==> config.mk <==
export PLATFORM = sky130hd
export DESIGN_NAME = backlight_ramped_brightness_sequencer_core
export DESIGN_NICKNAME = d
export VERILOG_FILES = /design/src/rtl/brsq_pkg.sv /design/src/rtl/brsq_cfg.sv /design/src/rtl/brsq_calc.sv /design/src/rtl/brsq_emit.sv /design/src/rtl/backlight_ramped_brightness_sequencer_core.sv
export SDC_FILE = /design/constraint.sdc
export NUM_CORES = 2
export LEC_CHECK = 0
export BUFFER_PORTS_ARGS = -buffer_cell sky130_fd_sc_hd__buf_2
export CAP_MARGIN = 10
export CORE_ASPECT_RATIO = 0.6
export CORE_MARGIN = 3
export CORE_UTILIZATION = 45
export DETAILED_ROUTE_END_ITERATION = 16
export PLACE_DENSITY = 0.66
export SYNTH_ARGS = -nofsm -noshare
export SYNTH_HDL_FRONTEND = slang
export SYNTH_SLANG_ARGS = --single-unit
==> constraint.sdc <==
create_clock -name aclk -period 16.9 [get_ports aclk]
set_clock_uncertainty 0.05 [all_clocks]
set_input_delay 3.38 -clock aclk [delete_from_list [all_inputs] [get_ports aclk]]
set_output_delay 3.38 -clock aclk [all_outputs]
set_load 0.005 [all_outputs]
==> src/rtl/brsq_pkg.sv <==
// Package for the backlight ramped brightness sequencer.
// Holds the channel payload types, the register map and the controller
// write constants shared by every module of the block.
package brsq_pkg;

    localparam int LevelW  = 10;
    localparam int CfgIdxW = 3;
    localparam int CfgDatW = 24;
    localparam int TargetW = 24;
    localparam int StepW   = 20;
    localparam int CountW  = 5;
    localparam int TotalW  = StepW + CountW;
    localparam int NumOpt  = 4;
    localparam int MaxWr   = 4;
    localparam int WrCntW  = 3;

    localparam logic [CfgIdxW-1:0] CFG_BLOCK_READY = 3'd0;
    localparam logic [CfgIdxW-1:0] CFG_RAMP_TARGET = 3'd1;
    localparam logic [CfgIdxW-1:0] CFG_STEP_TIME_0 = 3'd2;
    localparam logic [CfgIdxW-1:0] CFG_STEP_TIME_1 = 3'd3;
    localparam logic [CfgIdxW-1:0] CFG_STEP_TIME_2 = 3'd4;
    localparam logic [CfgIdxW-1:0] CFG_STEP_TIME_3 = 3'd5;

    localparam logic [TargetW-1:0] RAMP_TARGET_RST = 24'd1000000;
    localparam logic [StepW-1:0]   STEP_TIME_0_RST = 20'd100;
    localparam logic [StepW-1:0]   STEP_TIME_1_RST = 20'd25000;
    localparam logic [StepW-1:0]   STEP_TIME_2_RST = 20'd50000;
    localparam logic [StepW-1:0]   STEP_TIME_3_RST = 20'd100000;

    localparam logic [7:0] ADDR_ENABLE  = 8'h10;
    localparam logic [7:0] ADDR_OPTIONS = 8'h20;
    localparam logic [7:0] ADDR_BRIGHT  = 8'hA0;
    localparam logic [7:0] ENABLE_ON    = 8'h61;
    localparam logic [7:0] ENABLE_OFF   = 8'h00;
    localparam logic [7:0] LEVEL_MAX    = 8'd255;

    typedef struct packed {
        logic [LevelW-1:0] brightness_level;
        logic              ramp_request;
    } in_t;

    typedef struct packed {
        logic [7:0] reg_address;
        logic [7:0] reg_data;
        logic       wait_before;
        logic       last_write;
    } out_t;

    typedef struct packed {
        logic                         block_ready;
        logic [TargetW-1:0]           ramp_target_us;
        logic [NumOpt-1:0][StepW-1:0] step_time;
    } cfg_t;

    typedef struct packed {
        logic [7:0]                    level;
        logic                          ramp;
        logic                          need_enable;
        logic [NumOpt-1:0][TotalW-1:0] total;
    } calc_t;

endpackage

==> src/rtl/brsq_cfg.sv <==
// Configuration register file of the brightness sequencer.
// Decodes writes on the configuration channel; depends on brsq_pkg.
module brsq_cfg (
    input  logic                          aclk,
    input  logic                          aresetn,
    input  logic                          cfg_valid,
    output logic                          cfg_ready,
    input  logic [brsq_pkg::CfgIdxW-1:0]  cfg_index,
    input  logic [brsq_pkg::CfgDatW-1:0]  cfg_wdata,
    output brsq_pkg::cfg_t                cfg
);
    import brsq_pkg::*;

    cfg_t cfg_reg;

    assign cfg_ready = 1'b1;
    assign cfg       = cfg_reg;

    always_ff @(posedge aclk) begin
        if (!aresetn) begin
            cfg_reg.block_ready    <= 1'b0;
            cfg_reg.ramp_target_us <= RAMP_TARGET_RST;
            cfg_reg.step_time[0]   <= STEP_TIME_0_RST;
            cfg_reg.step_time[1]   <= STEP_TIME_1_RST;
            cfg_reg.step_time[2]   <= STEP_TIME_2_RST;
            cfg_reg.step_time[3]   <= STEP_TIME_3_RST;
        end else if (cfg_valid) begin
            case (cfg_index)
                CFG_BLOCK_READY: cfg_reg.block_ready    <= cfg_wdata[0];
                CFG_RAMP_TARGET: cfg_reg.ramp_target_us <= cfg_wdata[TargetW-1:0];
                CFG_STEP_TIME_0: cfg_reg.step_time[0]   <= cfg_wdata[StepW-1:0];
                CFG_STEP_TIME_1: cfg_reg.step_time[1]   <= cfg_wdata[StepW-1:0];
                CFG_STEP_TIME_2: cfg_reg.step_time[2]   <= cfg_wdata[StepW-1:0];
                CFG_STEP_TIME_3: cfg_reg.step_time[3]   <= cfg_wdata[StepW-1:0];
                default: ;
            endcase
        end
    end

endmodule

==> src/rtl/brsq_calc.sv <==
// Input register and first processing stage of the brightness sequencer.
// Clamps the level, keeps the controller state and forms the ramp totals.
// Depends on brsq_pkg.
module brsq_calc (
    input  logic            aclk,
    input  logic            aresetn,
    input  logic            s_valid,
    output logic            s_ready,
    input  brsq_pkg::in_t   s_data,
    input  brsq_pkg::cfg_t  cfg,
    input  logic            calc_ready,
    output logic            calc_valid,
    output brsq_pkg::calc_t calc
);
    import brsq_pkg::*;

    logic               in_vld_reg;
    in_t                in_reg;
    logic               calc_vld_reg;
    calc_t              calc_reg;
    calc_t              calc_next;
    logic               chip_en_reg;
    logic               chip_en_next;
    logic [7:0]         prev_level_reg;
    logic [7:0]         prev_level_next;
    logic               stage_ready;
    logic               update;
    logic [7:0]         level;
    logic [7:0]         diff;
    logic [CountW-1:0]  steps;

    assign stage_ready = !calc_vld_reg || calc_ready;
    assign s_ready     = !in_vld_reg || stage_ready;
    assign update      = in_vld_reg && stage_ready && cfg.block_ready;
    assign calc_valid  = calc_vld_reg;
    assign calc        = calc_reg;

    always_comb begin
        level = (|in_reg.brightness_level[LevelW-1:8]) ? LEVEL_MAX
                                                        : in_reg.brightness_level[7:0];
        diff  = (prev_level_reg > level) ? (prev_level_reg - level) : (level - prev_level_reg);
        steps = diff[7:3];
        calc_next.level       = level;
        calc_next.ramp        = in_reg.ramp_request;
        calc_next.need_enable = !chip_en_reg;
        for (int i = 0; i < NumOpt; i++) begin
            calc_next.total[i] = TotalW'(steps) * TotalW'(cfg.step_time[i]);
        end
        chip_en_next    = update ? (level != 8'd0) : chip_en_reg;
        prev_level_next = update ? level : prev_level_reg;
    end

    always_ff @(posedge aclk) begin
        if (!aresetn) begin
            in_vld_reg     <= 1'b0;
            calc_vld_reg   <= 1'b0;
            chip_en_reg    <= 1'b0;
            prev_level_reg <= LEVEL_MAX;
        end else begin
            if (s_ready) begin
                in_vld_reg <= s_valid;
            end
            if (stage_ready) begin
                calc_vld_reg <= in_vld_reg && cfg.block_ready;
            end
            chip_en_reg    <= chip_en_next;
            prev_level_reg <= prev_level_next;
        end
    end

    always_ff @(posedge aclk) begin
        if (s_ready && s_valid) begin
            in_reg <= s_data;
        end
        if (update) begin
            calc_reg <= calc_next;
        end
    end

    a_disable_on_zero: assert property (@(posedge aclk) disable iff (!aresetn)
        (update && level == 8'd0) |=> !chip_en_reg)
        else $error("controller not marked off after a zero level");

    a_enable_on_level: assert property (@(posedge aclk) disable iff (!aresetn)
        (update && level != 8'd0) |=> chip_en_reg)
        else $error("controller not marked on after a nonzero level");

endmodule

==> src/rtl/brsq_emit.sv <==
// Step selection and write burst stage of the brightness sequencer.
// Builds up to four controller writes per request and sends them one a cycle
// while the receiver is ready. Depends on brsq_pkg.
module brsq_emit (
    input  logic            aclk,
    input  logic            aresetn,
    input  brsq_pkg::cfg_t  cfg,
    input  logic            calc_valid,
    output logic            calc_ready,
    input  brsq_pkg::calc_t calc,
    output logic            m_valid,
    input  logic            m_ready,
    output brsq_pkg::out_t  m_data
);
    import brsq_pkg::*;

    out_t               ent_reg [MaxWr];
    out_t               ent_next [MaxWr];
    logic [WrCntW-1:0]  cnt_reg;
    logic [WrCntW-1:0]  cnt_next;
    logic [WrCntW-1:0]  load_cnt;
    logic [WrCntW-1:0]  last_pos;
    logic               load;
    logic               take;
    logic [TotalW-1:0]  target;
    logic [NumOpt-1:0]  reach;
    logic [NumOpt-1:0]  prefer_lower;
    logic [1:0]         index;
    out_t               wr_enable;
    out_t               wr_options;
    out_t               wr_bright;
    out_t               wr_disable;

    assign m_valid    = cnt_reg != '0;
    assign m_data     = ent_reg[0];
    assign take       = m_valid && m_ready;
    assign calc_ready = (cnt_reg == '0) || (cnt_reg == WrCntW'(1) && m_ready);
    assign load       = calc_valid && calc_ready;

    always_comb begin
        target = TotalW'(cfg.ramp_target_us);
        for (int i = 0; i < NumOpt; i++) begin
            reach[i] = calc.total[i] >= target;
        end
        prefer_lower[0] = 1'b0;
        for (int i = 1; i < NumOpt; i++) begin
            prefer_lower[i] = (calc.total[i] - target) > (target - calc.total[i-1]);
        end
        if (reach[0]) begin
            index = 2'd0;
        end else if (reach[1]) begin
            index = prefer_lower[1] ? 2'd0 : 2'd1;
        end else if (reach[2]) begin
            index = prefer_lower[2] ? 2'd1 : 2'd2;
        end else if (reach[3]) begin
            index = prefer_lower[3] ? 2'd2 : 2'd3;
        end else begin
            index = 2'd3;
        end

        wr_enable  = '{reg_address: ADDR_ENABLE, reg_data: ENABLE_ON,
                       wait_before: 1'b0, last_write: 1'b0};
        wr_options = '{reg_address: ADDR_OPTIONS,
                       reg_data: calc.ramp ? 8'(index) : 8'd0,
                       wait_before: 1'b0, last_write: 1'b0};
        wr_bright  = '{reg_address: ADDR_BRIGHT, reg_data: 8'(calc.level[7:3]),
                       wait_before: 1'b0, last_write: 1'b0};
        wr_disable = '{reg_address: ADDR_ENABLE, reg_data: ENABLE_OFF,
                       wait_before: calc.ramp, last_write: 1'b0};

        load_cnt = WrCntW'(2) + WrCntW'(calc.need_enable) + WrCntW'(calc.level == 8'd0);
        last_pos = load_cnt - WrCntW'(1);

        for (int i = 0; i < MaxWr; i++) begin
            ent_next[i] = ent_reg[i];
        end
        cnt_next = cnt_reg;
        if (load) begin
            if (calc.need_enable) begin
                ent_next[0] = wr_enable;
                ent_next[1] = wr_options;
                ent_next[2] = wr_bright;
                ent_next[3] = wr_disable;
            end else begin
                ent_next[0] = wr_options;
                ent_next[1] = wr_bright;
                ent_next[2] = wr_disable;
                ent_next[3] = wr_disable;
            end
            for (int i = 0; i < MaxWr; i++) begin
                ent_next[i].last_write = (WrCntW'(i) == last_pos);
            end
            cnt_next = load_cnt;
        end else if (take) begin
            for (int i = 0; i < MaxWr - 1; i++) begin
                ent_next[i] = ent_reg[i+1];
            end
            cnt_next = cnt_reg - WrCntW'(1);
        end
    end

    always_ff @(posedge aclk) begin
        if (!aresetn) begin
            cnt_reg <= '0;
        end else begin
            cnt_reg <= cnt_next;
        end
    end

    always_ff @(posedge aclk) begin
        for (int i = 0; i < MaxWr; i++) begin
            ent_reg[i] <= ent_next[i];
        end
    end

    a_cnt_bound: assert property (@(posedge aclk) disable iff (!aresetn)
        cnt_reg <= WrCntW'(MaxWr))
        else $error("write burst count out of range");

    a_last_marks_end: assert property (@(posedge aclk) disable iff (!aresetn)
        m_valid |-> (m_data.last_write == (cnt_reg == WrCntW'(1))))
        else $error("last write flag does not match the end of the burst");

    a_wait_only_disable: assert property (@(posedge aclk) disable iff (!aresetn)
        (m_valid && m_data.wait_before) |->
            (m_data.reg_address == ADDR_ENABLE && m_data.reg_data == ENABLE_OFF))
        else $error("wait flag set on a write other than the disable write");

endmodule

==> src/rtl/backlight_ramped_brightness_sequencer_core.sv <==
// Top level of the backlight ramped brightness sequencer.
// Instantiates brsq_cfg, brsq_calc and brsq_emit; depends on brsq_pkg.
//
// The s_ channel takes brightness requests, a level and a ramp flag. Each
// request turns into two to four controller register writes on the m_ channel:
// an enable write when the controller is off, the options write with the ramp
// step index, the brightness write, and a disable write for a zero level. The
// last write of a request has last_write set. While block_ready is zero a
// request is taken and dropped without any write.
// Configuration registers are written on the cfg_ channel, which is always
// ready; the user must change them only while no request is in flight, and
// the block itself does not enforce this. A request passes an input
// register, a stage that forms the ramp totals with four narrow multipliers,
// and a burst register before its first write appears. The burst register
// then sends one write a cycle while the receiver is ready, and the writes of
// a new request follow with no gap when it already waits in the stage before.
// When the receiver stalls, the burst holds and the stages behind it fill
// and then stop taking requests.
// Reset turns the controller state off and sets the last level to full scale.
module backlight_ramped_brightness_sequencer_core (
    input  logic                          aclk,
    input  logic                          aresetn,
    input  logic                          s_valid,
    output logic                          s_ready,
    input  brsq_pkg::in_t                 s_data,
    output logic                          m_valid,
    input  logic                          m_ready,
    output brsq_pkg::out_t                m_data,
    input  logic                          cfg_valid,
    output logic                          cfg_ready,
    input  logic [brsq_pkg::CfgIdxW-1:0]  cfg_index,
    input  logic [brsq_pkg::CfgDatW-1:0]  cfg_wdata
);
    import brsq_pkg::*;

    cfg_t  cfg;
    calc_t calc;
    logic  calc_valid;
    logic  calc_ready;

    brsq_cfg u_cfg (
        .aclk      (aclk),
        .aresetn   (aresetn),
        .cfg_valid (cfg_valid),
        .cfg_ready (cfg_ready),
        .cfg_index (cfg_index),
        .cfg_wdata (cfg_wdata),
        .cfg       (cfg)
    );

    brsq_calc u_calc (
        .aclk       (aclk),
        .aresetn    (aresetn),
        .s_valid    (s_valid),
        .s_ready    (s_ready),
        .s_data     (s_data),
        .cfg        (cfg),
        .calc_ready (calc_ready),
        .calc_valid (calc_valid),
        .calc       (calc)
    );

    brsq_emit u_emit (
        .aclk       (aclk),
        .aresetn    (aresetn),
        .cfg        (cfg),
        .calc_valid (calc_valid),
        .calc_ready (calc_ready),
        .calc       (calc),
        .m_valid    (m_valid),
        .m_ready    (m_ready),
        .m_data     (m_data)
    );

endmodule

**Word-level counts from Yosys, hierarchy flattened**

Memory sizes are Yosys's and may differ from the RTL's.
Index checks and enable logic that the tools add are counted.

- RAM bits: 72
- Word-level logic and storage cells: 97
- Input bits: 43
- Memories kept: 1
- Register bits: 240

- Muxes and demuxes: 16
- Reductions and logical operators: 27
- Order comparisons: 8
- $add $sub $neg: 12
- Equality and inequality tests: 9
- Multiply operators: 4

Memories:

| memory | depth | width | read ports | clocked after memory_dff | wr ports | RTL line | source |
|---|---|---|---|---|---|---|---|
| u_emit.ent_reg | 4 | 18 | 4 | 0 | 4 | brsq_emit.sv:17 | `out_t ent_reg [MaxWr];` |

Operators with widths:

| kind | count |
|---|---|
| $mux W54 | 2 |
| $ge A25 B24 Y1 | 4 |
| $mul A5 B20 Y25 | 4 |
| $gt A25 B25 Y1 | 3 |
| $sub A24 B25 Y25 | 3 |
| $sub A25 B24 Y25 | 3 |
| $mux W70 | 1 |
| $mux W18 | 1 |
| $mux W8 | 2 |
| $sub A8 B8 Y8 | 2 |
| $mux W2 | 6 |
| $reduce_and A2 Y1 | 6 |
| $logic_not A3 Y1 | 3 |
| $gt A8 B8 Y1 | 1 |
| $logic_not A8 Y1 | 1 |
| $reduce_bool A8 Y1 | 1 |
| $logic_and A1 B1 Y1 | 7 |
| $eq A2 B3 Y1 const A | 2 |
| $eq A3 B1 Y1 const B | 2 |
| $eq A3 B2 Y1 const B | 2 |
| $eq A3 B3 Y1 const B | 2 |
| $mux W3 | 2 |
| $sub A3 B1 Y3 const B | 2 |
| $add A2 B1 Y3 const A | 1 |
| other kinds (8) | 13 |

**Longest topological paths before layout**

- Word-level depth: 10
- Depth in mapped cells: 33
- Depth with buffers taken out: 31

**By module**

From an unflattened synthesis, not the netlist that was laid out.

- Cells, all modules: 3,608
- Area, all modules: 31,793.0 sq um

Modules (own cells, without submodules):

| module | area an instance (sq um) | instances | cells each |
|---|---|---|---|
| brsq_calc | 17,175.2 | 1 | 1,816 |
| brsq_emit | 10,460.0 | 1 | 1,394 |
| brsq_cfg | 4,157.7 | 1 | 398 |

**Worst setup path after synthesis**

OpenSTA, ideal clock, no wires.

- Path kind: input -> output
- Start: input port m_ready
- End: output port s_ready
- Data arrival time: 3,826 ps
- Stages on the path: 4
- Required time: 13,470 ps
- Setup slack: 9,644 ps
- Path through: a21oi_1 -> o21ai_0 -> inv_1 -> nand2_1

- Cells in the longest elaborated chain, start to end: 4

RTL lines:

| item | RTL line | source |
|---|---|---|
| start: declaration | backlight_ramped_brightness_sequencer_core.sv:27 | `input logic m_ready,` |
| $logic_and A1 B1 Y1 | brsq_emit.sv:37 | `assign calc_ready = (cnt_reg == '0) \|\| (cnt_reg == WrCntW'(1) && m_ready);` |
| $logic_or A1 B1 Y1 | brsq_emit.sv:37 |  |
| $logic_or A1 B1 Y1 | brsq_calc.sv:32 | `assign stage_ready = !calc_vld_reg \|\| calc_ready;` |
| $logic_or A1 B1 Y1 | brsq_calc.sv:33 | `assign s_ready = !in_vld_reg \|\| stage_ready;` |
| end: declaration | backlight_ramped_brightness_sequencer_core.sv:24 | `output logic s_ready,` |

Every way passes these cells.

==> run metrics <==
largest net degree at the start of global routing=98; FMAX=0.112 GHz; Max Cap Viol=0; type of origin of the critical path=flop; row count=73; syn_area_per_cell=8.60 sq um; Slowest-stage cell, CP=buf_4; share of cells above drive strength 1=4.38%; cell area power density=94.1 mW/mm^2; Post-CTS Hold Fix Bufs=0; Worst-Margin Slew=1.12 ns; max FFs per register=110; Port Buffer Count=56; Netlist Area Pre-Place=0.0309 sq mm; DP Area=0.0320 sq mm; Seq cells post-synth=271; Worst-path clk slew=0.07 ns; area growth from synthesis to layout=6.58%; Max-slew headroom=25.3%; worst-path maximum fanout=80; status=completed; clk sink count=271; CP Buf/Inv Count=4; Initial Util=46.1%; Max Root-Sink Buffers=3; CP delay by family, top=compound AO/OA/AOI/OAI gates; Leakage=15.6 nW; Synth cell types=82; final non-filler cell area=0.0330 sq mm; WS Path Type=reg2reg; clock latency on the worst-skew pair=0.59 ns; maximum vdd ir drop=0.0784 mV; worst min path class=reg2reg; global route overflow=0; setup bufs post-CTS=0; chip height=209 um; arrival time worst endpoint=9.23 ns; Die X=344 um; Final Hold Fails=0; clock buffer count from CTS=29; first-pass GRT wire length=142000 um; RSZ-0062 raised after global routing=false; dpl hpwl=70600 um; Final Cycle Share=52.9%; sequential share of the synthesized area=22.2%; number of flops mapped to enable cells by yosys=144; final setup vio count=0; max incr delay on CP=0.72 ns; routed length per instance=20.4 um; Crit path top cell by count=o21ai_0; clock root cell=clkbuf_16; fraction of registers with async set/reset=0%; YS warnings=0; min cycle time layout=8.93 ns; core footprint=0.0671 sq mm; GRT Total Usage=25.5%; Routed Antenna Nets=0; Die ar.=0.0720 sq mm; initial drt markers=2341; post-route setup TNS=0 ns; GP Congestion=0.951; vias in the first global route=23300; routed vias/inst=5.49; post_cts resized=0; drt total wl=91400 um; Pins Over Slew Limit=0; Filler Cell Count=6455; Top Ports=64; DP Cell Count=4433; Post-Layout Cell Count=4489; element type at the critical path end=flop; Residual DRC=0; H-tree depth=1; initial antenna violation count=7; TritonRoute pass-1 iters=5; nets=4196; CTS tree=yes; Critical Path RT=17.19 ns; ys flop type=edfxtp_1; Vias=24600; Post-Synthesis Cells=3597
==> layer usage <==
layer | share of wire, % | global-route usage (%) | vias up
met1 | 51 | 40.8 | 11700
met4 | 1.1 | 3.23 | 2
met3 | 14 | 12.0 | 67
met5 | 0.13 | 1.21 | -
met2 | 34 | 30.4 | 920
li1 | - | - | 11900
==> per-stage QoR <==
step | utilization (%) | worst slack [ns] | hold WS, ns | total power [mW]
final | 49.1 | 7.97 | 0.401 | 3.10
after global routing | 49.1 | 7.44 | 0.427 | 3.33
after CTS | 49.1 | 8.09 | 0.402 | 3.08
after detailed placement | 47.6 | 8.11 | 0.393 | 2.37
after global placement | 47.6 | 8.32 | 0.391 | 2.36
after floorplan | - | 9.64 | 0.350 | 1.97
==> report_power, final <==
| part | switching (mW) | internal (mW) | total [mW] | leakage, nW |
|---|---|---|---|---|
| Combinational | 0.981 | 0.601 | 1.58 | 12.8 |
| Sequential | 0.0249 | 0.794 | 0.819 | 2.32 |
| Clock | 0.308 | 0.390 | 0.698 | 0.479 |
==> cell usage after synthesis (5+ instances only) <==
cell | number | area (sq um)
xnor2_1 | 148 | 1300
a21oi_1 | 208 | 1040
or3_1 | 13 | 81.3
nand3_1 | 83 | 415
o31ai_1 | 8 | 60.1
a31oi_1 | 16 | 100
a31o_2 | 11 | 96.3
a211o_1 | 5 | 43.8
o21ai_0 | 103 | 515
fa_1 | 222 | 4440
nand2_1 | 443 | 1660
nor2b_1 | 91 | 569
nor3_1 | 37 | 185
nand4_1 | 37 | 231
clkbuf_1 | 112 | 420
xor2_1 | 66 | 578
and4_1 | 7 | 61.3
and2b_1 | 14 | 105
nor2_1 | 121 | 454
and3_1 | 25 | 156
ha_1 | 367 | 4590
nor4_1 | 13 | 81.3
a21o_1 | 134 | 1010
nand2b_1 | 40 | 250
o211ai_1 | 27 | 203
o21bai_1 | 31 | 233
dfxtp_1 | 127 | 2540
buf_1 | 7 | 26.3
o21a_1 | 26 | 195
a211oi_1 | 30 | 225
edfxtp_1 | 144 | 4320
a221oi_1 | 7 | 61.3
and2_1 | 216 | 1350
inv_1 | 463 | 1740
buf_4 | 9 | 67.6
a21boi_0 | 85 | 638
buf_2 | 11 | 55.1
==> cell families after synthesis <==
family	share of synthesized area [%]
xor+xnor	6.17
mux	0.182
flops	22.2
other cells	0.0243
compound gates	16.0
buf+inv	7.47
fa+ha+maj	29.2
simple gates	18.7
==> cell usage in the layout, fill, tap and decap left out, types with 5 or more instances in the layout <==
master and n:
conb_1 7, buf_2 55, a21oi_1 208, or3_1 13
o31ai_1 8, o21bai_1 31, a21o_1 134, a21boi_0 85
buf_4 15, nand4_1 37, nand2_1 443, a31o_2 11
xor2_1 65, a211o_1 5, fa_1 222, and2b_1 14
a31oi_1 16, xnor2_1 146, ha_1 367, a221oi_1 7
nor4_1 13, inv_1 462, dfxtp_1 127, o211ai_1 27
nand2b_1 40, nand3_1 83, edfxtp_1 144, clkbuf_16 29
a211oi_1 30, nor3_1 36, and4_1 7, nor2_1 121
and3_1 25, o21ai_0 103, inv_6 5, and2_1 216
o21a_1 26, nor2b_1 91
==> final timing paths <==
kind | start | endpoint | slack [ns] | depth (start not counted)
worst max-delay path | u_calc.in_reg[10] | u_calc.calc[22] | 7.97 | 31
worst min-delay path | u_emit.ent_reg[0][4] | u_emit.ent_reg[0][4] | 0.40 | 2
worst max register to register | u_calc.in_reg[10] | u_calc.calc[22] | 7.97 | 31
worst min register to register | u_emit.ent_reg[0][4] | u_emit.ent_reg[0][4] | 0.40 | 2
==> worst min-delay path: cells and delay by family (launching register included) <==
kind             cells  cell delay [ns]
AO/OA/AOI/OAI        1             0.05
AND/OR/NAND/NOR      1             0.05
flip-flops           1             0.31
==> cell type report <==
cell class | instances | area [sq um] | area share, %
Tap cell | 900 | 1130 | 3.42
Sequential cell | 271 | 6870 | 20.8
Inverter | 464 | 1740 | 5.29
Clock buffer | 34 | 764 | 2.32
Multi-Input combinational cell | 2728 | 21800 | 66.2
Clock inverter | 19 | 236 | 0.717
Timing Repair Buffer | 70 | 388 | 1.18
Antenna cell | 3 | 7.51 | 0.0228
Power figures use the tool's default switching activity.
